`src/triangle_tangent_generator_assert.svh`:
```
// Assertion macros used by the tangent generator back end.
`ifndef TRIANGLE_TANGENT_GENERATOR_ASSERT_SVH
`define TRIANGLE_TANGENT_GENERATOR_ASSERT_SVH

// Implication or plain property checked on every clock outside reset.
`define TTG_ASSERT(lbl, prop, msg) \
  lbl: assert property (@(posedge clk_i) disable iff (!rst_ni) (prop)) else $error(msg);

// Condition that must never hold outside reset.
`define TTG_NEVER(lbl, cond, msg) \
  lbl: assert property (@(posedge clk_i) disable iff (!rst_ni) !(cond)) else $error(msg);

`endif

```
`src/ttg_pkg.sv`:
```
// Types, widths and helper functions for the tangent generator.
package ttg_pkg;

  localparam int CW     = 32;
  localparam int NW     = 16;
  localparam int WW     = 64;
  localparam int MW     = 33;
  localparam int QW     = 17;
  localparam int TW     = 17;
  localparam int QDEPTH = 2;

  localparam logic [CW-1:0] DELTA_MAX = 32'h7fff_ffff;
  localparam logic [CW-1:0] DELTA_MIN = 32'h8000_0001;

  typedef struct packed {
    logic signed [CW-1:0] pos_x;
    logic signed [CW-1:0] pos_y;
    logic signed [CW-1:0] pos_z;
    logic signed [CW-1:0] tex_u;
    logic signed [CW-1:0] tex_v;
    logic signed [NW-1:0] normal_x;
    logic signed [NW-1:0] normal_y;
    logic signed [NW-1:0] normal_z;
  } vtx_t;

  typedef struct packed {
    logic signed [NW-1:0] tangent_x;
    logic signed [NW-1:0] tangent_y;
    logic signed [NW-1:0] tangent_z;
    logic                 used_fallback;
  } res_t;

  typedef struct packed {
    logic [2:0][CW-1:0] e1;
    logic [2:0][CW-1:0] e2;
    logic [CW-1:0]      du1;
    logic [CW-1:0]      dv1;
    logic [CW-1:0]      du2;
    logic [CW-1:0]      dv2;
    logic [2:0][NW-1:0] n;
  } tri_t;

  function automatic logic [CW-1:0] sat_delta(input logic [CW-1:0] a, input logic [CW-1:0] b);
    logic signed [CW:0] d;
    d = $signed({a[CW-1], a}) - $signed({b[CW-1], b});
    if (d > $signed({1'b0, DELTA_MAX})) return DELTA_MAX;
    if (d < $signed({1'b1, DELTA_MIN})) return DELTA_MIN;
    return d[CW-1:0];
  endfunction

  function automatic logic [WW-1:0] mag64(input logic [WW-1:0] x);
    return x[WW-1] ? (WW'(0) - x) : x;
  endfunction

  function automatic logic [MW-1:0] sx32(input logic [CW-1:0] x);
    return {x[CW-1], x};
  endfunction

  function automatic logic [MW-1:0] sx16(input logic [NW-1:0] x);
    return {{(MW-NW){x[NW-1]}}, x};
  endfunction

  function automatic logic [WW-1:0] sx64n(input logic [NW-1:0] x);
    return {{(WW-NW){x[NW-1]}}, x};
  endfunction

  function automatic logic [WW-1:0] sx64t(input logic [TW-1:0] x);
    return {{(WW-TW){x[TW-1]}}, x};
  endfunction

  function automatic logic [NW-1:0] sat16(input logic [TW-1:0] x);
    if (!x[TW-1] && (x[TW-2] != x[TW-1])) return 16'h7fff;
    if (x[TW-1] && (x[TW-2] != x[TW-1])) return 16'h8000;
    return x[NW-1:0];
  endfunction

endpackage

```
`src/ttg_queue.sv`:
```
// Short queue of triangle requests between the front and the back.
module ttg_queue import ttg_pkg::*; (
  input  logic clk_i,
  input  logic rst_ni,
  input  logic push_i,
  input  tri_t data_i,
  output logic full_o,
  input  logic pop_i,
  output tri_t data_o,
  output logic empty_o
);

  localparam int PW   = (QDEPTH > 1) ? $clog2(QDEPTH) : 1;
  localparam int CNTW = $clog2(QDEPTH + 1);

  tri_t            mem_q [QDEPTH];
  logic [PW-1:0]   wptr_q;
  logic [PW-1:0]   rptr_q;
  logic [CNTW-1:0] cnt_q;
  logic            wr;
  logic            rd;

  assign full_o  = (cnt_q == CNTW'(QDEPTH));
  assign empty_o = (cnt_q == '0);
  assign data_o  = mem_q[rptr_q];
  assign wr      = push_i && !full_o;
  assign rd      = pop_i && !empty_o;

  always_ff @(posedge clk_i) begin
    if (wr) begin
      mem_q[wptr_q] <= data_i;
    end
  end

  always_ff @(posedge clk_i or negedge rst_ni) begin
    if (!rst_ni) begin
      wptr_q <= '0;
      rptr_q <= '0;
      cnt_q  <= '0;
    end else begin
      if (wr) begin
        wptr_q <= (wptr_q == PW'(QDEPTH - 1)) ? '0 : wptr_q + 1'b1;
      end
      if (rd) begin
        rptr_q <= (rptr_q == PW'(QDEPTH - 1)) ? '0 : rptr_q + 1'b1;
      end
      if (wr && !rd) begin
        cnt_q <= cnt_q + 1'b1;
      end else if (rd && !wr) begin
        cnt_q <= cnt_q - 1'b1;
      end
    end
  end

endmodule

```
`config.mk`:
```
export PLATFORM = sky130hd
export DESIGN_NAME = ttg_queue
export DESIGN_NICKNAME = d
export VERILOG_FILES = /design/src/triangle_tangent_generator_assert.svh /design/src/ttg_pkg.sv /design/src/ttg_queue.sv
export SDC_FILE = /design/constraint.sdc
export NUM_CORES = 1
export LEC_CHECK = 0
export BUFFER_PORTS_ARGS = -buffer_cell sky130_fd_sc_hd__buf_2
export CAP_MARGIN = 0
export CORE_MARGIN = 5
export CORE_UTILIZATION = 30
export DETAILED_ROUTE_END_ITERATION = 16
export SYNTH_ARGS = -nofsm -noshare
export SYNTH_HDL_FRONTEND = slang
export SYNTH_SLANG_ARGS = --single-unit
```
`constraint.sdc`:
```
create_clock -name clk_i -period 15.85 [get_ports clk_i]
set_clock_uncertainty 0.15 [all_clocks]
set_input_delay 3.17 -clock clk_i [delete_from_list [all_inputs] [get_ports clk_i]]
set_output_delay 3.17 -clock clk_i [all_outputs]
set_load 0.03 [all_outputs]
```
; After elaboration in Yosys (flattened, before gate mapping)
; Memory sizes are Yosys's and may differ from the RTL's.
; Index checks and enable logic that the tools add are counted.
[word_totals]
regBits = 4
latchBits = 0
ramBits = 736
rom_bits = 0
in_bits = 372
out_inout_bits = 370
wordCells = 25
memories = 1
[mem_list]
columns = name, depth, word_bits, read_ports, rd_ports_with_merged_regs, write_ports, line
row1 = mem_q, 2, 368, 1, 0, 1, ttg_queue.sv:16  ; tri_t mem_q [QDEPTH];
[classes]
n_addsub = 4
n_mul = 0
n_div = 0
n_lt_le_gt_ge = 0
n_eq_ne = 1
shifts = 0
n_mux = 6
bitwise_logic = 0
n_reduce_logical = 10
[op_table]
columns = operator, count
row1 = 1-bit logical AND, 4
row2 = 1-bit zero test, 4
row3 = 1-bit 2-to-1 mux, 4
row4 = 2-bit 2-to-1 mux, 2
row5 = "1-bit adder, second input constant", 2
row6 = "2-bit by 1-bit adder with 2-bit output, second input constant", 1
row7 = "2-bit equality test, second input constant", 1
row8 = 2-bit zero test, 1
row9 = 2-bit nonzero test, 1
row10 = "2-bit by 1-bit subtractor with 2-bit output, second input constant", 1

; Logic depth before layout (Yosys ltp)
; Gate-level depths: netlist of run 1.
[depth]
depth_word = 7
depth_mapped = 7
mapped_depth_nobuf = 7

; Least setup slack after synthesis of run 1
; OpenSTA, ideal clock, no wires.
[synth_timing]
kind = input to register
from = input port push_i
to = memory mem_q[0][0] (netlist name), enable pin
setup_ns = 1.105
arrival_ns = 18.488
required_ns = 14.595
path_slack_ns = -3.893
path_stages = 2
path_buffers = 0
cell_sequence = nand2_1 -> nor2_1
[synth_between]
elab_chain_len = 3
[synth_lines]
columns = element, line
row1 = "start, declared", ttg_queue.sv:5  ; input logic push_i,
row2 = 1-bit logical AND, ttg_queue.sv:26  ; assign wr = push_i && !full_o;
row3 = 1-bit 2-to-1 mux, ttg_queue.sv:30  ; if (wr) begin
row4 = 1-bit 2-to-1 mux (implied by the code), ttg_queue.sv:31  ; mem_q[wptr_q] <= data_i;
row5 = "end, declared", ttg_queue.sv:16
; Every way passes these cells.

==> qor.csv, run 1 <==
metric;value;unit
Post-Synth XOR/XNOR Area;0.001630;
Cells after Synth;1164;
FF+latch count, synth;740;
Synth Warn #;0;
Hold Crit Class;reg -> reg;
clk buf depth;3;
Place WS;8557;ps
fin nets;2331;
height of the die;309.3;um
vias per inst;4.295;
Filler cells;8133;
final hold violations;0;
pin count of the biggest net entering global routing;159;
compound-gate portion of the synthesized area;0.0001862;
IO Pins;742;
worst path cell trace;buf_4 > buf_4 > buf_4 > mux2_2 > buf_2;
# resized after CTS;0;
1st-pass router iterations;4;
Hold Buf Count CTS;0;
Layout Cells excl Fill;3198;
critical path launch point type;flop;
Die W;309.3;um
Seq/Total Area, Yosys;0.8262;
clock tree sinks;740;
worst-path fanout max;73;
CORE AREA;0.08865;mm^2
RSZ-0062 raised after global routing;no;
final wirelength;63670;um
crit path kind;reg -> out;
CP Capture Type;output port;
R2R setup slack;11400;ps
Final min period;7905;ps
status;complete, no violations;
first element of the critical path;rptr_q;
Syn-to-layout area delta;27.81;%
Total Power;7.063;mW
largest family of logic cells by synthesized area;multiplexers;
Setup Buffers After CTS;0;
Synth Net Count;1537;
Reg2Reg Capture Point;mem_q[1][57];
CTS tree;yes;
RR Startpoint;cnt_q[0];
Vias;13740;
mux cell area share after synthesis;0.1542;
Netlist Area Pre-Place;0.02687;mm^2
PortBufs;741;
H-Tree Depth;3;
Slew Limit Fails;0;
initial DRC count;723;
Crit path largest cell delay;1070;ps
setup ws final;7945;ps
CP max stage cell;dfrtp_4;
final setup fails;0;
die area;0.09566;mm^2
Leak;12.61;nW
GRT overflow;0;
Clock Pin Slew Worst Setup and Hold Paths;60;ps
Synth Area per Inst;23.09;um^2
CTS buffer count;79;
Clk Latency, worst-skew pair;630;ps
Crit path top cell by count;buf_4;
gpl congestion;0.8569;
origin of the worst min-delay path;cnt_q[1];
cell row count;109;
Rel. slew slack;0.2948;
initial antenna violation count;21;
WP buf/inv;4;
Worst path depth;5;
Synth Area in Adders;0.0004656;
dpl cells;3042;
Yosys cell types;14;
root buf cell;clkbuf_16;
Total GRT Usage;0.1264;
hpwl dp;44720;um
slew of the pin with the lowest slew margin;1058;ps
Worst Setup EP;data_o[164];
cell family with most CP delay;buffers and inverters;
Max Clock Freq;126.5;MHz
DRC;0;
Max-Cap Viols;0;
PD cells;205.6;mW/mm^2
Routed wire per std cell;19.91;um
worst endpoint data arrival time;4590;ps
Worst Reg-to-Reg Cells;5;
TNS Setup;0;ps
post-route ant nets;0;
Initial Util;0.3031;
critical path required time;12530;ps
vias in the first global route;15030;
Tcrit/Tclk final;0.4988;
Simple-Gate Fraction of Synth Area;0.001024;
layout cell share with drive strength beyond 1;0.6092;
highest ir drop seen on vdd;0.0001358;V
first-pass GRT wire length;91560;um
==> sequential cells by signal (all words and copies together), names as in the netlist <==
| name | flops |
|---|---|
| wptr_q | 1 |
| cnt_q | 2 |
| rptr_q | 1 |
| mem_q | 736 |
==> worst reg2reg max path, stage by stage (launching register included) <==
cell	delay [ps]
dfrtp_1	430
nand2b_1	190
and3_4	800
buf_4	860
buf_4	830
buf_4	790
==> synth_stat cells <==
cell      number  area share
nand2_1        1     0.00014
ha_1           1     0.00047
xor2_1         2     0.00065
inv_1          2     0.00028
mux2_2       368        0.15
buf_2          5     0.00093
edfxtp_1     736        0.82
buf_6         36       0.015
dfrtp_1        4      0.0037
nand2b_1       1     0.00023
nor2_1         3     0.00042
and3_1         1     0.00023
o21ai_0        1     0.00019
xnor2_1        3     0.00098
==> logic make-up after synthesis <==
kind of cell / after synthesis
buffers and inverters: 43
adders and majority gates: 1
DFF: 740
muxes: 368
and+or+nand+nor: 6
AOI/OAI and AO/OA: 1
xor gates and xnor gates: 5
==> report_power, final <==
part | switching [mW] | internal [mW]
clock network | 0.747 | 1.05
registers | 0.130 | 2.68
logic | 1.67 | 0.786
==> routing by layer <==
| layer | track usage | up-vias | routed length, um |
|---|---|---|---|
| met5 | 0 | - | 68 |
| li1 | - | 6278 | - |
| met1 | 0.1340 | 6782 | 22620 |
| met2 | 0.2255 | 550 | 33260 |
| met4 | 0.05566 | 10 | 2113 |
| met3 | 0.04710 | 117 | 5609 |
==> worst min path at each step <==
stage / to / slack (ps) / cells after the start
floorplan: wptr_q / 330 / 1
global placement: cnt_q[1] / 350 / 1
detailed placement: cnt_q[1] / 360 / 1
CTS: cnt_q[1] / 360 / 1
global route: wptr_q / 410 / 1
finish: cnt_q[1] / 360 / 1
==> area by class of cell <==
| cell class | count | area (um^2) | area share |
|---|---|---|---|
| diodes | 14 | 35.03 | 0.001020 |
| flip-flops and latches | 740 | 22210 | 0.6465 |
| clock buffers | 99 | 2073 | 0.06036 |
| well taps | 1165 | 1458 | 0.04244 |
| clock inverters | 43 | 490.5 | 0.01428 |
| repair buffers | 754 | 3831 | 0.1115 |
| multi-input cells | 381 | 4245 | 0.1236 |
| inverters | 2 | 7.507 | 0.0002186 |
==> layout by cell type, fill, tap and decap left out, types with 7 or more instances in the layout <==
cell type and count:
buf_4 11, clkinv_1 18, clkinv_2 9, clkbuf_1 19, buf_2 741, diode_2 14, mux2_2 368, edfxtp_1 736
bufinv_16 7, clkbuf_16 80
==> per-stage QoR <==
stage	util	hold WS (ps)	cell area [um^2]
floorplan	-	328.8	26870
CTS	0.3870	364.4	34310
detailed placement	0.3581	355.3	31750
global route	0.3874	409.3	34340
finish	0.3874	364.1	34350
global placement	0.3581	348.8	31750
(Power assumes the default switching activity.)
==> run 2, diff against run 1 <==
--- a/config.mk
+++ b/config.mk
@@ -5,6 +5,7 @@
 export SDC_FILE = /design/constraint.sdc
 export NUM_CORES = 1
 export LEC_CHECK = 0
+export ABC_AREA = 1
 export BUFFER_PORTS_ARGS = -buffer_cell sky130_fd_sc_hd__buf_2
 export CAP_MARGIN = 0
 export CORE_MARGIN = 5
==> constraint.sdc (replaced) <==
create_clock -name clk_i -period 7.75 [get_ports clk_i]
set_clock_uncertainty 0.15 [all_clocks]
set_input_delay 1.55 -clock clk_i [delete_from_list [all_inputs] [get_ports clk_i]]
set_output_delay 1.55 -clock clk_i [all_outputs]
set_load 0.03 [all_outputs]
==> qor.csv, run 2 <==
metric;value;unit;change
Leak;14.53;nW;+15%
status;complete, no violations;;
Syn-to-layout area delta;27.43;%;
post-route ant nets;0;;unchanged
FF+latch count, synth;740;;unchanged
initial DRC count;1091;;+51%
Max-Cap Viols;0;;unchanged
crit path kind;reg -> out;;
clock tree sinks;740;;unchanged
Commonest cells post-synth;nand2_1, edfxtp_1, buf_4;;
Hold Buf Count CTS;0;;unchanged
RR Startpoint;cnt_q[1];;
grt met3 use;0.05295;;+0.005852
area leader, netlist;edfxtp_1;;
Netlist Area Pre-Place;0.02701;mm^2;+0.53%
asr flop ratio synth;0.005405;;unchanged
share of the synthesized area in the top cell type;0.8182;;-0.004305
Post-Synth XOR/XNOR Area;0.0003242;;-0.001305
Routed wire per std cell;17.78;um;-11%
IO Pins;742;;unchanged
die area;0.09615;mm^2;+0.51%
TNS Setup;0;ps;unchanged
met1 Use GR;0.1533;;+0.01929
met2 GRT Util;0.2394;;+0.01390
CTS buffer count;80;;+1.3%
GR peak layer;met2;;
critical path required time;6050;ps;-6480 ps
Tcrit/Tclk final;0.6644;;
fin area;0.03442;mm^2;+0.23%
Cells after Synth;1953;;+68%
compound-gate portion of the synthesized area;0.0003705;;+0.0001843
Biggest register;mem_q;;
Seq/Total Area, Yosys;0.8219;;-0.004324
Yosys cell types;15;;+1
Synth Area in Adders;0.0004632;;-0.000002437
1st-pass router iterations;4;;unchanged
Hold Crit Class;reg -> reg;;
slew of the pin with the lowest slew margin;1016;ps;-42.01 ps
cell row count;110;;+0.92%
Worst Setup EP;data_o[285];;
Synth Net Count;2326;;+51%
CP Capture Type;output port;;
vias per inst;4.233;;-1.5%
largest family of logic cells by synthesized area;simple AND/OR/NAND/NOR gates;;
# resized after CTS;0;;unchanged
worst endpoint data arrival time;3450;ps;-1140 ps
Die W;310.1;um;+0.25%
layout cell share with drive strength beyond 1;0.3143;;-0.2949
max reg flops;736;;unchanged
ys flop type;edfxtp_1;;
Clk Latency, worst-skew pair;610;ps;-20 ps
worst-path fanout max;170;;+130%
Total GRT Usage;0.1367;;+0.01032
CORE AREA;0.08974;mm^2;+1.2%
critical path launch point type;flop;;
final setup fails;0;;unchanged
Final min period;5149;ps;
Synth Warn #;0;;unchanged
mux cell area share after synthesis;0;;-0.1542
most common cell in the netlist;nand2_1;;
CTS tree;yes;;
highest ir drop seen on vdd;0.0002520;V;+86%
biggest registers after layout;mem_q x736, cnt_q x2;;
Vias;16760;;+22%
first element of the critical path;rptr_q;;
PD cells;435.6;mW/mm^2;+110%
final wirelength;70380;um;+11%
clk buf depth;3;;unchanged
Simple-Gate Fraction of Synth Area;0.1559;;+0.1549
H-Tree Depth;3;;unchanged
Synth Area per Inst;13.83;um^2;-40%
R2R setup slack;4990;ps;-6410 ps
final hold violations;0;;unchanged
initial antenna violation count;22;;+4.8%
gpl congestion;0.8332;;-2.8%
hpwl dp;47550;um;+6.3%
RSZ-0062 raised after global routing;no;;
most frequent cells in the layout;nand2_1, buf_2, edfxtp_1;;
top cells by area, synth;edfxtp_1, nand2_1, buf_4;;
Post-DP Area;0.03192;mm^2;+0.56%
number of synthesized flops with an enable pin;736;;unchanged
Worst Reg-to-Reg Cells;7;;+2
pin count of the biggest net entering global routing;180;;+13%
height of the die;310.1;um;+0.25%
fin nets;3084;;+32%
Initial Util;0.3010;;-0.002102
vias in the first global route;16180;;+7.6%
Max Clock Freq;194.2;MHz;
Reg2Reg Capture Point;mem_q[0][315];;
DRC;0;;unchanged
Clock Pin Slew Worst Setup and Hold Paths;60;ps;about the same
root buf cell;clkbuf_16;;
PortBufs;741;;unchanged
first-pass GRT wire length;99480;um;+8.7%
Setup Buffers After CTS;0;;unchanged
Rel. slew slack;0.3228;;+0.02801
Slew Limit Fails;0;;unchanged
commonest non-fill, non-tap cell in the layout;nand2_1;;
GRT overflow;0;;unchanged
==> run 2: power by group <==
group	switching (mW)	total (mW)	internal [mW]	leakage, nW
clock	1.48	3.58	2.10	1.21
sequential	0.237	5.70	5.46	6.90
combinational	4.44	5.72	1.28	6.43
total	6.16	15.0	8.83	14.5
==> run 2: how the worst min path moves through the flow <==
stage                start     end  slack, ps  cells after the start
finish              wptr_q  wptr_q        350                      2
global route        wptr_q  wptr_q        410                      2
CTS                 wptr_q  wptr_q        350                      2
detailed placement  wptr_q  wptr_q        330                      2
global placement    wptr_q  wptr_q        320                      2
floorplan           wptr_q  wptr_q        300                      2
==> run 2: cell families (layout without fill, tap and decap cells) <==
family,Yosys count,count (layout)
other,0,14
XOR/XNOR,1,1
AND/OR/NAND/NOR,1120,1120
AO/OA/AOI/OAI,2,2
flip-flops,740,740
buffers and inverters,89,904
adder cells (fa/ha/maj),1,1
==> run 2: area by class of cell <==
class / instances / area (um^2)
well taps: 1176 / 1471
repair buffers: 757 / 3929
inverters: 8 / 58.81
diodes: 14 / 35.03
fillers: 8511 / 55310
multi-input cells: 1124 / 4260
clock buffers: 94 / 2097
clock inverters: 45 / 366.6
flip-flops and latches: 740 / 22210
==> run 2: metrics by stage <==
stage / instances / power (mW) / utilization / hold slack [ps] / worst slack, ps
floorplan: 1953 / 9.854 / - / 299.2 / -28.11
global placement: 3805 / 11.59 / 0.3558 / 318.3 / 3250
detailed placement: 3805 / 11.62 / 0.3558 / 333.9 / 3236
CTS: 3944 / 15.25 / 0.3832 / 348.7 / 2532
global route: 3954 / 15.81 / 0.3835 / 410.4 / 2347
finish: 3958 / 14.99 / 0.3836 / 346.2 / 2601
==> run 2: routing by layer <==
metal | up-vias | wire, um
li1 | 8158 | -
met1 | 7839 | 25940
met2 | 621 | 35680
met3 | 129 | 6693
met4 | 8 | 2012
met5 | - | 48
==> run 2: critical path, cell delays in order, from the launching register on <==
cell	delay [ps]
dfrtp_4	880
clkinv_8	670
buf_12	460
nand2_1	210
nand2_1	90
buf_2	180
