**config.mk**
```make
export PLATFORM = sky130hd
export DESIGN_NAME = ttg_front
export DESIGN_NICKNAME = d
export VERILOG_FILES = /design/src/triangle_tangent_generator_assert.svh /design/src/ttg_pkg.sv /design/src/ttg_front.sv
export SDC_FILE = /design/constraint.sdc
export NUM_CORES = 1
export LEC_CHECK = 0
export BUFFER_PORTS_ARGS = -buffer_cell sky130_fd_sc_hd__buf_2
export CELL_PAD_IN_SITES_DETAIL_PLACEMENT = 0
export CELL_PAD_IN_SITES_GLOBAL_PLACEMENT = 2
export CORE_MARGIN = 2
export CORE_UTILIZATION = 35
export DETAILED_ROUTE_END_ITERATION = 12
export PLACE_DENSITY = 0.79
export SYNTH_ARGS = -nofsm -noshare
export SYNTH_HDL_FRONTEND = slang
export SYNTH_SLANG_ARGS = --single-unit
```
**constraint.sdc**
```tcl
create_clock -name clk_i -period 7.9 [get_ports clk_i]
set_clock_uncertainty 0.15 [all_clocks]
set_input_delay 1.185 -clock clk_i [delete_from_list [all_inputs] [get_ports clk_i]]
set_output_delay 1.185 -clock clk_i [all_outputs]
set_load 0.01 [all_outputs]
```
**src/triangle_tangent_generator_assert.svh**
```systemverilog
// Assertion macros used by the tangent generator back end.
`ifndef TRIANGLE_TANGENT_GENERATOR_ASSERT_SVH
`define TRIANGLE_TANGENT_GENERATOR_ASSERT_SVH

// Implication or plain property checked on every clock outside reset.
`define TTG_ASSERT(lbl, prop, msg) \
  lbl: assert property (@(posedge clk_i) disable iff (!rst_ni) (prop)) else $error(msg);

// Condition that must never hold outside reset.
`define TTG_NEVER(lbl, cond, msg) \
  lbl: assert property (@(posedge clk_i) disable iff (!rst_ni) !(cond)) else $error(msg);

`endif

```
**src/ttg_pkg.sv**
```systemverilog
// Types, widths and helper functions for the tangent generator.
package ttg_pkg;

  localparam int CW     = 32;
  localparam int NW     = 16;
  localparam int WW     = 64;
  localparam int MW     = 33;
  localparam int QW     = 17;
  localparam int TW     = 17;
  localparam int QDEPTH = 2;

  localparam logic [CW-1:0] DELTA_MAX = 32'h7fff_ffff;
  localparam logic [CW-1:0] DELTA_MIN = 32'h8000_0001;

  typedef struct packed {
    logic signed [CW-1:0] pos_x;
    logic signed [CW-1:0] pos_y;
    logic signed [CW-1:0] pos_z;
    logic signed [CW-1:0] tex_u;
    logic signed [CW-1:0] tex_v;
    logic signed [NW-1:0] normal_x;
    logic signed [NW-1:0] normal_y;
    logic signed [NW-1:0] normal_z;
  } vtx_t;

  typedef struct packed {
    logic signed [NW-1:0] tangent_x;
    logic signed [NW-1:0] tangent_y;
    logic signed [NW-1:0] tangent_z;
    logic                 used_fallback;
  } res_t;

  typedef struct packed {
    logic [2:0][CW-1:0] e1;
    logic [2:0][CW-1:0] e2;
    logic [CW-1:0]      du1;
    logic [CW-1:0]      dv1;
    logic [CW-1:0]      du2;
    logic [CW-1:0]      dv2;
    logic [2:0][NW-1:0] n;
  } tri_t;

  function automatic logic [CW-1:0] sat_delta(input logic [CW-1:0] a, input logic [CW-1:0] b);
    logic signed [CW:0] d;
    d = $signed({a[CW-1], a}) - $signed({b[CW-1], b});
    if (d > $signed({1'b0, DELTA_MAX})) return DELTA_MAX;
    if (d < $signed({1'b1, DELTA_MIN})) return DELTA_MIN;
    return d[CW-1:0];
  endfunction

  function automatic logic [WW-1:0] mag64(input logic [WW-1:0] x);
    return x[WW-1] ? (WW'(0) - x) : x;
  endfunction

  function automatic logic [MW-1:0] sx32(input logic [CW-1:0] x);
    return {x[CW-1], x};
  endfunction

  function automatic logic [MW-1:0] sx16(input logic [NW-1:0] x);
    return {{(MW-NW){x[NW-1]}}, x};
  endfunction

  function automatic logic [WW-1:0] sx64n(input logic [NW-1:0] x);
    return {{(WW-NW){x[NW-1]}}, x};
  endfunction

  function automatic logic [WW-1:0] sx64t(input logic [TW-1:0] x);
    return {{(WW-TW){x[TW-1]}}, x};
  endfunction

  function automatic logic [NW-1:0] sat16(input logic [TW-1:0] x);
    if (!x[TW-1] && (x[TW-2] != x[TW-1])) return 16'h7fff;
    if (x[TW-1] && (x[TW-2] != x[TW-1])) return 16'h8000;
    return x[NW-1:0];
  endfunction

endpackage

```
**src/ttg_front.sv**
```systemverilog
// Vertex grouping: holds the first two vertices and forms triangle edge requests.
module ttg_front import ttg_pkg::*; (
  input  logic clk_i,
  input  logic rst_ni,
  input  logic push,
  output logic full,
  input  vtx_t vtx_i,
  output logic tri_push_o,
  output tri_t tri_o,
  input  logic tri_full_i
);

  typedef enum logic [1:0] {PH_FIRST, PH_SECOND, PH_THIRD, PH_SPARE} phase_e;

  phase_e             phase_q;
  vtx_t               v0_q;
  logic [2:0][CW-1:0] p1_q;
  logic [1:0][CW-1:0] uv1_q;
  logic               acc;

  assign full       = (phase_q == PH_THIRD) && tri_full_i;
  assign acc        = push && !full;
  assign tri_push_o = acc && (phase_q == PH_THIRD);

  always_comb begin
    tri_o.e1[0] = sat_delta(p1_q[0], v0_q.pos_x);
    tri_o.e1[1] = sat_delta(p1_q[1], v0_q.pos_y);
    tri_o.e1[2] = sat_delta(p1_q[2], v0_q.pos_z);
    tri_o.e2[0] = sat_delta(vtx_i.pos_x, v0_q.pos_x);
    tri_o.e2[1] = sat_delta(vtx_i.pos_y, v0_q.pos_y);
    tri_o.e2[2] = sat_delta(vtx_i.pos_z, v0_q.pos_z);
    tri_o.du1   = sat_delta(uv1_q[0], v0_q.tex_u);
    tri_o.dv1   = sat_delta(uv1_q[1], v0_q.tex_v);
    tri_o.du2   = sat_delta(vtx_i.tex_u, v0_q.tex_u);
    tri_o.dv2   = sat_delta(vtx_i.tex_v, v0_q.tex_v);
    tri_o.n[0]  = v0_q.normal_x;
    tri_o.n[1]  = v0_q.normal_y;
    tri_o.n[2]  = v0_q.normal_z;
  end

  always_ff @(posedge clk_i or negedge rst_ni) begin
    if (!rst_ni) begin
      phase_q <= PH_FIRST;
    end else if (acc) begin
      unique case (phase_q)
        PH_SECOND: begin
          p1_q[0]  <= vtx_i.pos_x;
          p1_q[1]  <= vtx_i.pos_y;
          p1_q[2]  <= vtx_i.pos_z;
          uv1_q[0] <= vtx_i.tex_u;
          uv1_q[1] <= vtx_i.tex_v;
          phase_q  <= PH_THIRD;
        end
        PH_THIRD: begin
          phase_q <= PH_FIRST;
        end
        default: begin
          v0_q    <= vtx_i;
          phase_q <= PH_SECOND;
        end
      endcase
    end
  end

endmodule

```
Word level (Yosys, flattened, before mapping)
Cells that the tools add are included.
{"block": "totals", "ff_bits": 370, "input_bits": 212, "out_inout_bits": 370, "elab_cells": 125}
{"block": "classes", "addsub": 10, "n_lt_le_gt_ge": 20, "eq_ne": 2, "mux": 71, "bitwise": 1, "n_reduce_logical": 7}
{"cell": "$mux W32", "n": 40}
{"cell": "$gt A33 B32 Y1 const B", "n": 10}
{"cell": "$lt A33 B32 Y1 const B", "n": 10}
{"cell": "$sub A32 B32 Y33", "n": 10}
{"cell": "$mux W1", "n": 30}
{"cell": "$reduce_and A3 Y1", "n": 2}
{"cell": "$pmux W2 S2", "n": 1}
{"cell": "$logic_and A1 B1 Y1", "n": 3}
{"cell": "$eq A2 B1 Y1 const B", "n": 1}
{"cell": "$eq A2 B2 Y1 const B", "n": 1}
{"cell": "$reduce_or A2 Y1", "n": 1}
{"cell": "$logic_not A1 Y1", "n": 1}
{"cell": "$not A1 Y1", "n": 1}

Depth between registers and ports, before layout
Gate-level depths: netlist of run 1.
{"block": "logic_depth", "depth_word": 6, "depth_mapped": 16, "depth_no_buf": 15}

Worst setup path after synthesis of run 1
Ideal clock, no wire load.
{"block": "synth_timing", "path_kind": "input-to-reg", "startpoint": "input tri_full_i", "endpoint": "register v0_q, in the netlist tri_o[0] (enable)", "setup_ns": 0.596, "arrival_ns": 6.448, "t_required_ns": 7.154, "setup_slack_ns": 0.707, "path_stages": 3, "n_path_buf": 0, "cell_sequence": "and2_1 -> nor2b_1 -> and3_1"}
{"block": "synth_via", "elab_chain_len": 4}
{"element": "from (decl)", "line": "ttg_front.sv:10", "source": "input logic tri_full_i"}
{"element": "$logic_and A1 B1 Y1", "line": "ttg_front.sv:21", "source": "assign full = (phase_q == PH_THIRD) && tri_full_i;"}
{"element": "$logic_not A1 Y1", "line": "ttg_front.sv:22", "source": "assign acc = push && !full;"}
{"element": "$logic_and A1 B1 Y1", "line": "ttg_front.sv:22"}
{"element": "$reduce_and A3 Y1 (no source line)"}
{"element": "to (signal assigned)", "line": "ttg_front.sv:58", "source": "v0_q <= vtx_i;"}
{"element": "to (decl)", "line": "ttg_front.sv:16", "source": "vtx_t v0_q;"}
No other way between the ends.
A chain may end at the register's enable or synchronous reset.

==> results of run 1 <==
synthesized netlist by cell type (38+ instances only):
| cell type | count | area share (%) |
|---|---|---|
| buf_4 | 48 | 1.1 |
| nor2_1 | 295 | 3.3 |
| xnor2_1 | 147 | 3.8 |
| edfxtp_1 | 368 | 33 |
| o21ai_0 | 202 | 3.0 |
| o21a_1 | 80 | 1.8 |
| inv_1 | 280 | 3.1 |
| a31oi_1 | 40 | 0.74 |
| clkbuf_1 | 130 | 1.4 |
| nor2b_1 | 38 | 0.70 |
| a211oi_1 | 42 | 0.93 |
| maj3_1 | 209 | 6.2 |
| nor3_1 | 89 | 1.3 |
| nand3_1 | 90 | 1.3 |
| or3_1 | 38 | 0.70 |
| nand2_1 | 212 | 2.4 |
| xor2_1 | 101 | 2.6 |
| ha_1 | 322 | 12 |
| a21oi_1 | 326 | 4.8 |
| nand4_1 | 42 | 0.78 |
| a21o_1 | 125 | 2.8 |
layout by cell type, fill, tap and decap left out, types with 38 or more instances in the layout:
master       n
buf_2      581
edfxtp_1   368
a21oi_1    325
ha_1       322
nor2_1     295
inv_1      280
nand2_1    212
maj3_1     209
o21ai_0    202
xnor2_1    140
a21o_1     125
xor2_1     101
nand3_1     90
nor3_1      89
o21a_1      80
clkbuf_16   47
nand4_1     42
a211oi_1    42
nor2b_1     38
or3_1       38
flip-flops by register name, indices dropped and copies added (netlist names):
register / flops
p1_q: 96
phase_q: 2
tri_o: 48
uv1_q: 64
v0_q: 160
stage by stage:
stage	utilization (%)	instances	hold slack, ns	instance area, sq um	total power, mW
final	41.4	5535	0.219	39500	12.5
after global routing	41.4	5530	0.185	39500	13.3
after CTS	41.4	5523	0.169	39400	12.5
after detailed placement	39.6	5435	0.420	37700	10.1
after global placement	39.6	5435	0.411	37700	10.1
after floorplan	-	3745	0.387	33800	7.50
area by class of cell:
type | instances | area share (%)
diodes | 12 | 0.0761
multi-input cells | 2913 | 52.9
inverters | 280 | 2.66
repair buffers | 607 | 7.93
clock inverters | 35 | 1.25
well taps | 1265 | 4.01
clock buffers | 53 | 3.04
flip-flops and latches | 370 | 28.1
critical path: stages, from the launching register on:
cell and delay, ns:
edfxtp_1 0.35, inv_1 0.11, ha_1 0.29, o21ai_0 0.23, a21oi_1 0.10, o21ai_0 0.53, o21ai_0 0.38, a311oi_1 0.68
o221ai_1 0.37, nor3b_1 0.23, or3_1 0.35, buf_4 0.21, nor2_1 0.72, o21ai_0 0.23, buf_2 0.19
metal layers:
layer / vias up / track usage (%) / routed length (um)
li1: 14900 / - / -
met1: 14000 / 30.1 / 52100
met2: 751 / 35.4 / 50800
met3: 176 / 4.13 / 6780
met4: 26 / 7.00 / 3520
met5: - / 0 / 143
kinds of logic (layout without fill, tap and decap cells):
| family | Yosys count | count (layout) | synth area share, % |
|---|---|---|---|
| other cells | 0 | 12 | 0 |
| simple gates | 1025 | 1025 | 15.1 |
| buf+inv | 462 | 975 | 5.69 |
| compound gates | 1092 | 1092 | 21.1 |
| mux | 7 | 7 | 0.211 |
| xor+xnor | 248 | 248 | 6.43 |
| flops | 370 | 370 | 32.8 |
| fa+ha+maj | 541 | 541 | 18.7 |
how the worst max path moves through the flow:
| stage | startpoint | end | slack (ns) | cells past startpoint |
|---|---|---|---|---|
| finish | v0_q[50] | tri_o[132] | 1.01 | 14 |
| global route | v0_q[50] | tri_o[139] | 0.64 | 14 |
| CTS | v0_q[50] | tri_o[132] | 1.01 | 14 |
| detailed placement | vtx_i[48] | tri_o[48] | 1.16 | 16 |
| global placement | vtx_i[48] | tri_o[48] | 1.12 | 16 |
| floorplan | tri_full_i | tri_o[0] | 0.71 | 3 |
power by group through the flow:
stage / clock, mW / combinational [mW] / sequential [mW]
final: 2.38 / 7.50 / 2.58
after global routing: 2.50 / 8.20 / 2.61
after CTS: 2.44 / 7.52 / 2.58
after detailed placement: 0 / 7.48 / 2.62
after global placement: 0 / 7.53 / 2.61
after floorplan: 0 / 4.83 / 2.67
==> out/qor.yml, run 1 <==
async_flop_share_pct: 0.541
ant_nets: 0
numClockSinks: 370
worstMarginPinSlew_ns: 1.01
p_int_mw: 6.79
cts_buffer_depth: 3
core_sq_um: 95300
hold_class: "in2async"
tritoncts: "done"
ys_warn_count: 0
cts_max_level: 2
remaining_drc_errors: 0
worst_setup_path_start_kind: "register"
ys_types: 89
cts_made_buffers: 47
crit_path_max_fanout: 19
r2r_start: "phase_q[0]"
first_pass_iters: 7
seqCellArea_sq_um: 11100
routedWlPerCell_um: 20.5
avgSynthCellArea_sq_um: 9.03
p_clk_share_pct: 19.1
setup_tns_ns: 0
synth-main-ff-cell: "edfxtp_1"
setup_viol: 0
antenna_found_initial: 26
die_h_um: 315
regToRegSetupSlack_ns: 4.49
power_frac_comb_pct: 60.2
num_vias: 29800
maxCapViolations: 0
ys_seq_elements: 370
routed_wl_um: 113000
fin_ws_ns: 1.01
grt_max_degree: 161
multiInputGateArea_sq_um: 20900
ir_worst_vdd_mv: 0.199
place_ws_ns: 1.16
syn_inst: 3745
root_buffer: "clkbuf_16"
p_leak_nw: 16.3
drt_iter0_markers: 1970
track_usage_pct: 22.1
syn_area_sq_um: 33800
fmax_mhz: 145
finalCriticalPeriod_ns: 6.89
synth_edf_count: 368
postCtsSetupRepairBufs: 0
status: "complete, no violations"
yosysSeqAreaShare_pct: 32.8
numPortBuffers: 581
fin_crit_sh_pct: 87.2
row_count: 113
drive_above_1_share_pct: 17.8
start_util_pct: 35.5
first_global_vias: 29100
syn_nets: 4289
cp.required_ns: 6.57
crit_path_end_kind: "output pin"
gp_congestion: 0.908
hold_violations: 0
p_sw_share_pct: 45.5
die_x_um: 315
slew_violations: 0
rsz0062_at_grt: "no"
r2r_cells: 6
dpl.hpwl_um: 93300
insertion_delay_ns: 0.61
clk_pin_slew_ns: 0.07
overflow: 0
area_delta_synth_final_pct: 16.8
power_density_nw_per_um2: 316
die_area_sq_um: 99100
hold_buffers: 0
reg2reg_to: "v0_q[55]"
cp.arrival_ns: 5.56
grt_pass1_wl_um: 172000
fin_nets: 4763
p_sw_mw: 5.67
cts-resized-gates: 0
pin_count: 582
viasPerCell: 5.39
pwr-share-seq_pct: 20.7
maxSlewHeadroom_pct: 32.7
critPathKind: "reg2out"
fillers: 9695
Note: power is estimated with default switching activity, not from simulation.
==> run 2: changes to the inputs <==
--- a/config.mk
+++ b/config.mk
@@ -8,7 +8,6 @@
 export BUFFER_PORTS_ARGS = -buffer_cell sky130_fd_sc_hd__buf_2
 export CELL_PAD_IN_SITES_DETAIL_PLACEMENT = 0
 export CELL_PAD_IN_SITES_GLOBAL_PLACEMENT = 2
-export CORE_MARGIN = 2
 export CORE_UTILIZATION = 35
 export DETAILED_ROUTE_END_ITERATION = 12
 export PLACE_DENSITY = 0.79
==> out/qor.yml, run 2 (synthesis results as in run 1) <==
fmax_mhz: 147  # +1.4%
cp.arrival_ns: 5.46  # -0.10 ns
core_sq_um: 95300  # unchanged
r2r_cells: 6  # unchanged
die_x_um: 313  # -0.64%
fin_nets: 4765  # +0.042%
gp_congestion: 0.915  # +0.76%
regToRegSetupSlack_ns: 4.84  # +0.35 ns
maxCapViolations: 0  # unchanged
drt_iter0_markers: 1951  # -0.96%
status: "complete, no violations"
grt_pass1_wl_um: 172000  # -0.24%
crit_end: "tri_o[48]"
insertion_delay_ns: 0.58  # -0.03 ns
setup_tns_ns: 0  # unchanged
hold_class: "in2async"
top_regs: "v0_q x160, p1_q x96, uv1_q x64"
final_common_cell: "buf_2"
power_density_nw_per_um2: 315  # -0.37%
regMostFlops: "v0_q"
worstMarginPinSlew_ns: 1.13  # +0.119 ns
finalCriticalPeriod_ns: 6.80  # -0.0963 ns
start_util_pct: 35.5  # unchanged
slew_violations: 0  # unchanged
place_ws_ns: 1.07  # -0.0855 ns
numPortBuffers: 581  # unchanged
pin_count: 582  # unchanged
first_pass_iters: 5  # -2
r2r_start: "phase_q[0]"
largest_reg_flops: 160  # unchanged
first_global_vias: 28500  # -2.0%
grt_max_degree: 161  # unchanged
final_cell_mix: "581 x buf_2, 368 x edfxtp_1, 325 x a21oi_1"
routed_wl_um: 114000  # +0.43%
routedWlPerCell_um: 20.6  # +0.38%
crit_path_end_kind: "output pin"
fin_ws_ns: 1.10  # +0.0963 ns
tritoncts: "done"
num_vias: 29700  # -0.35%
remaining_drc_errors: 0  # unchanged
reg2reg_to: "v0_q[72]"
numClockSinks: 370  # unchanged
cts_made_buffers: 47  # unchanged
crit_path_max_fanout: 3  # -16
placed_cells: 5437  # +0.037%
cp.required_ns: 6.57  # about the same
ant_nets: 0  # unchanged
root_buffer: "clkbuf_16"
cp-startpoint: "vtx_i[48]"
track_usage_pct: 22.4  # +0.26 points
antenna_found_initial: 35  # +35%
overflow: 0  # unchanged
dpl.hpwl_um: 94500  # +1.3%
hold_buffers: 0  # unchanged
critPathKind: "in2out"
hold_violations: 0  # unchanged
finalNonFillerCells: 5538  # +0.054%
die_h_um: 313  # -0.64%
rsz0062_at_grt: "no"
maxSlewHeadroom_pct: 24.4  # -8.3 points
fin_crit_sh_pct: 86.0  # -1.2 points
cts_max_level: 2  # unchanged
setup_viol: 0  # unchanged
clk_pin_slew_ns: 0.06  # about the same
die_area_sq_um: 97800  # -1.3%
viasPerCell: 5.36  # -0.41%
cts-resized-gates: 0  # unchanged
cts_buffer_depth: 3  # unchanged
p_leak_nw: 16.3  # -0.15%
area_delta_synth_final_pct: 16.6  # about the same
worst_setup_path_start_kind: "primary input"
ir_worst_vdd_mv: 0.215  # +8.2%
row_count: 113  # unchanged
postCtsSetupRepairBufs: 0  # unchanged
drive_above_1_share_pct: 17.8  # +0.047 points
## run 2: worst min-delay path by stage
stage / end / slack [ns]
2_1_floorplan: phase_q[1] / 0.39
4_1_cts: phase_q[1] / 0.20
5_1_grt: phase_q[0] / 0.21
6_report: phase_q[1] / 0.24
3_3_place_gp: phase_q[0] / 0.41
3_5_place_dp: phase_q[0] / 0.42
## run 2: critical path, cell delays in order
cell,delay [ns]
buf_2,0.09
inv_1,0.04
ha_1,0.21
fa_1,0.40
xor2_1,0.35
and3_1,0.24
o221ai_1,0.10
or4_1,0.44
a2111oi_2,0.20
nor4b_2,0.22
or4b_1,0.50
or4_1,0.42
or4_1,0.50
nor4_2,0.15
a21o_1,0.23
buf_2,0.17
## run 2: layout make-up
class,count,area (sq um)
timing repair buffer,609,3140
multi-input combinational,2913,20900
clock buffer,54,1240
sequential,370,11100
antenna,15,37.5
tap,1265,1580
clock inverter,32,387
inverter,280,1050
fill,9646,55900
## run 2: per-stage QoR
| step | power, mW | utilization, % | cell area [sq um] | hold WS [ns] |
|---|---|---|---|---|
| floorplan | 7.50 | - | 33800 | 0.387 |
| global placement | 10.2 | 39.6 | 37800 | 0.409 |
| detailed placement | 10.1 | 39.6 | 37800 | 0.416 |
| CTS | 12.5 | 41.3 | 39400 | 0.197 |
| global route | 13.2 | 41.3 | 39400 | 0.214 |
| finish | 12.4 | 41.4 | 39400 | 0.243 |
## run 2: metal layers
layer  vias up  track usage [%]  part of all wire [%]
met4        26             6.51                   2.9
met2       674             37.6                    47
met5         -                0                  0.15
li1      14900                -                     -
met1     13900             29.4                    45
met3       188             3.89                   4.9
## run 2: power breakdown
group	internal (mW)	switching (mW)
combinational	2.84	4.71
clock	1.37	0.902
sequential	2.51	0.0718
==> run 3: changes to the inputs <==
--- a/config.mk
+++ b/config.mk
@@ -5,12 +5,13 @@
 export SDC_FILE = /design/constraint.sdc
 export NUM_CORES = 1
 export LEC_CHECK = 0
-export BUFFER_PORTS_ARGS = -buffer_cell sky130_fd_sc_hd__buf_2
 export CELL_PAD_IN_SITES_DETAIL_PLACEMENT = 0
 export CELL_PAD_IN_SITES_GLOBAL_PLACEMENT = 2
-export CORE_UTILIZATION = 35
+export CORE_UTILIZATION = 40
 export DETAILED_ROUTE_END_ITERATION = 12
-export PLACE_DENSITY = 0.79
+export DONT_BUFFER_PORTS = 1
+export PLACE_DENSITY = 0.8
+export RECOVER_POWER = 25
 export SYNTH_ARGS = -nofsm -noshare
 export SYNTH_HDL_FRONTEND = slang
 export SYNTH_SLANG_ARGS = --single-unit
==> out/qor.yml, run 3 (synthesis results as in run 1) <==
tritoncts: "done"
fmax_mhz: 149  # +1.0%
pwr-share-seq_pct: 23.2  # +2.4 points
drive_above_1_share_pct: 4.63  # -13 points
start_util_pct: 40.4  # +4.9 points
cts-resized-gates: 0  # unchanged
area_delta_synth_final_pct: 7.34
rsz0062_at_grt: "no"
final_common_cell: "edfxtp_1"
maxCapViolations: 0  # unchanged
regMostFlops: "v0_q"
die_area_sq_um: 85700  # -12%
ir_worst_vdd_mv: 0.210  # -2.7%
cts_max_level: 2  # unchanged
antenna_found_initial: 1  # -97%
grt_max_degree: 158  # -1.9%
numPortBuffers: 0  # -100%
routed_wl_um: 106000  # -7.3%
postCtsSetupRepairBufs: 0  # unchanged
p_int_mw: 6.01  # -11%
viasPerCell: 5.67  # +5.6%
remaining_drc_errors: 0  # unchanged
routedWlPerCell_um: 21.9  # +6.7%
row_count: 106  # -6.2%
largest_reg_flops: 160  # unchanged
design_area_sq_um: 36300  # -8.0%
gp_congestion: 0.938  # +2.6%
crit_path_end_kind: "output pin"
power_density_nw_per_um2: 311  # -1.0%
setup_tns_ns: 0  # unchanged
final_cell_mix: "368 x edfxtp_1, 325 x a21oi_1, 322 x ha_1"
track_usage_pct: 23.8  # +1.4 points
fin_nets: 4179  # -12%
first_global_vias: 26100  # -8.5%
die_h_um: 293  # -6.4%
fin_crit_sh_pct: 85.2  # -0.87 points
clk_pin_slew_ns: 0.06  # about the same
cts_buffer_depth: 3  # unchanged
pin_count: 582  # unchanged
cp.arrival_ns: 5.39  # -0.07 ns
grt_pass1_wl_um: 159000  # -7.5%
cp.required_ns: 6.57  # about the same
placedInstanceArea_sq_um: 34700  # -8.2%
slew_violations: 0  # unchanged
numClockSinks: 370  # unchanged
hold_buffers: 0  # unchanged
setup_viol: 0  # unchanged
worst_setup_path_start_kind: "primary input"
critPathKind: "in2out"
core_sq_um: 83700  # -12%
ant_nets: 0  # unchanged
p_leak_nw: 14.1  # -14%
hold_violations: 0  # unchanged
p_sw_mw: 5.29  # -6.9%
p_sw_share_pct: 46.8  # +1.0 points
top_regs: "v0_q x160, p1_q x96, uv1_q x64"
p_clk_share_pct: 19.9  # +1.6 points
power_frac_comb_pct: 57.0  # -3.9 points
die_x_um: 293  # -6.4%
maxSlewHeadroom_pct: 24.8  # +0.48 points
multiInputGateArea_sq_um: 20900  # about the same
num_vias: 27300  # -8.2%
status: "complete, no violations"
first_pass_iters: 7  # +2
overflow: 0  # unchanged
insertion_delay_ns: 0.58  # about the same
cts_made_buffers: 45  # -4.3%
root_buffer: "clkbuf_16"
fillers: 8270  # -14%
seqCellArea_sq_um: 11100  # unchanged
drt_iter0_markers: 1580  # -19%
hold_class: "in2async"
crit_path_max_fanout: 3  # unchanged
finalCriticalPeriod_ns: 6.73  # -0.0685 ns
worstMarginPinSlew_ns: 1.12  # -0.00711 ns
dpl.hpwl_um: 88000  # -6.9%
## run 3: stage by stage
step / utilization (%) / setup slack, ns / std cells / total power [mW] / hold slack, ns
floorplan: - / 0.707 / 3745 / 7.50 / 0.387
global placement: 41.4 / 1.27 / 4722 / 9.11 / 0.414
detailed placement: 41.4 / 1.29 / 4722 / 9.07 / 0.417
CTS: 43.3 / 1.13 / 4806 / 11.4 / 0.104
global route: 43.3 / 0.851 / 4806 / 12.0 / 0.106
finish: 43.4 / 1.17 / 4811 / 11.3 / 0.146
## run 3: per-layer routing
layer	global-route usage, %	vias to the layer above	part of all wire [%]
li1	-	13700	-
met1	30.3	12700	44
met2	38.8	681	46
met3	6.34	161	6.9
met4	7.88	0	3.4
met5	0	-	0
## run 3: cell type report
type	count	area share, %
well taps	1134	3.91
multi-input cells	2913	57.6
clock buffers	52	3.23
clock inverters	32	1.21
diodes	5	0.0345
flip-flops and latches	370	30.6
repair buffers	25	0.552
inverters	280	2.90
## run 3: final timing paths
path,startpoint,endpoint,slack [ns],cells past startpoint
max,vtx_i[48],tri_o[48],1.17,14
min,rst_ni,phase_q[0],0.15,0
max reg2reg,phase_q[0],p1_q[93],4.42,6
min reg2reg,phase_q[1],phase_q[1],0.42,2
max in group asynchronous,rst_ni,phase_q[1],7.39,0
min in group clk_i,phase_q[1],phase_q[1],0.42,2
## run 3: power groups by stage
stage          registers [mW]  clock network [mW]  logic (mW)
3_3_place_gp             2.65                   0        6.45
2_1_floorplan            2.67                   0        4.83
4_1_cts                  2.62                2.30        6.45
3_5_place_dp             2.66                   0        6.42
5_1_grt                  2.64                2.36        7.00
6_report                 2.62                2.24        6.44
## run 3: critical path, cell delays in order
cell	delay, ns
inv_1	0.02
ha_1	0.21
fa_1	0.40
xor2_1	0.54
and3_1	0.24
o221ai_1	0.10
or4_1	0.44
a2111oi_2	0.20
nor4b_2	0.22
or4b_1	0.53
or4_1	0.42
or4_1	0.51
nor4_2	0.18
a21o_1	0.21
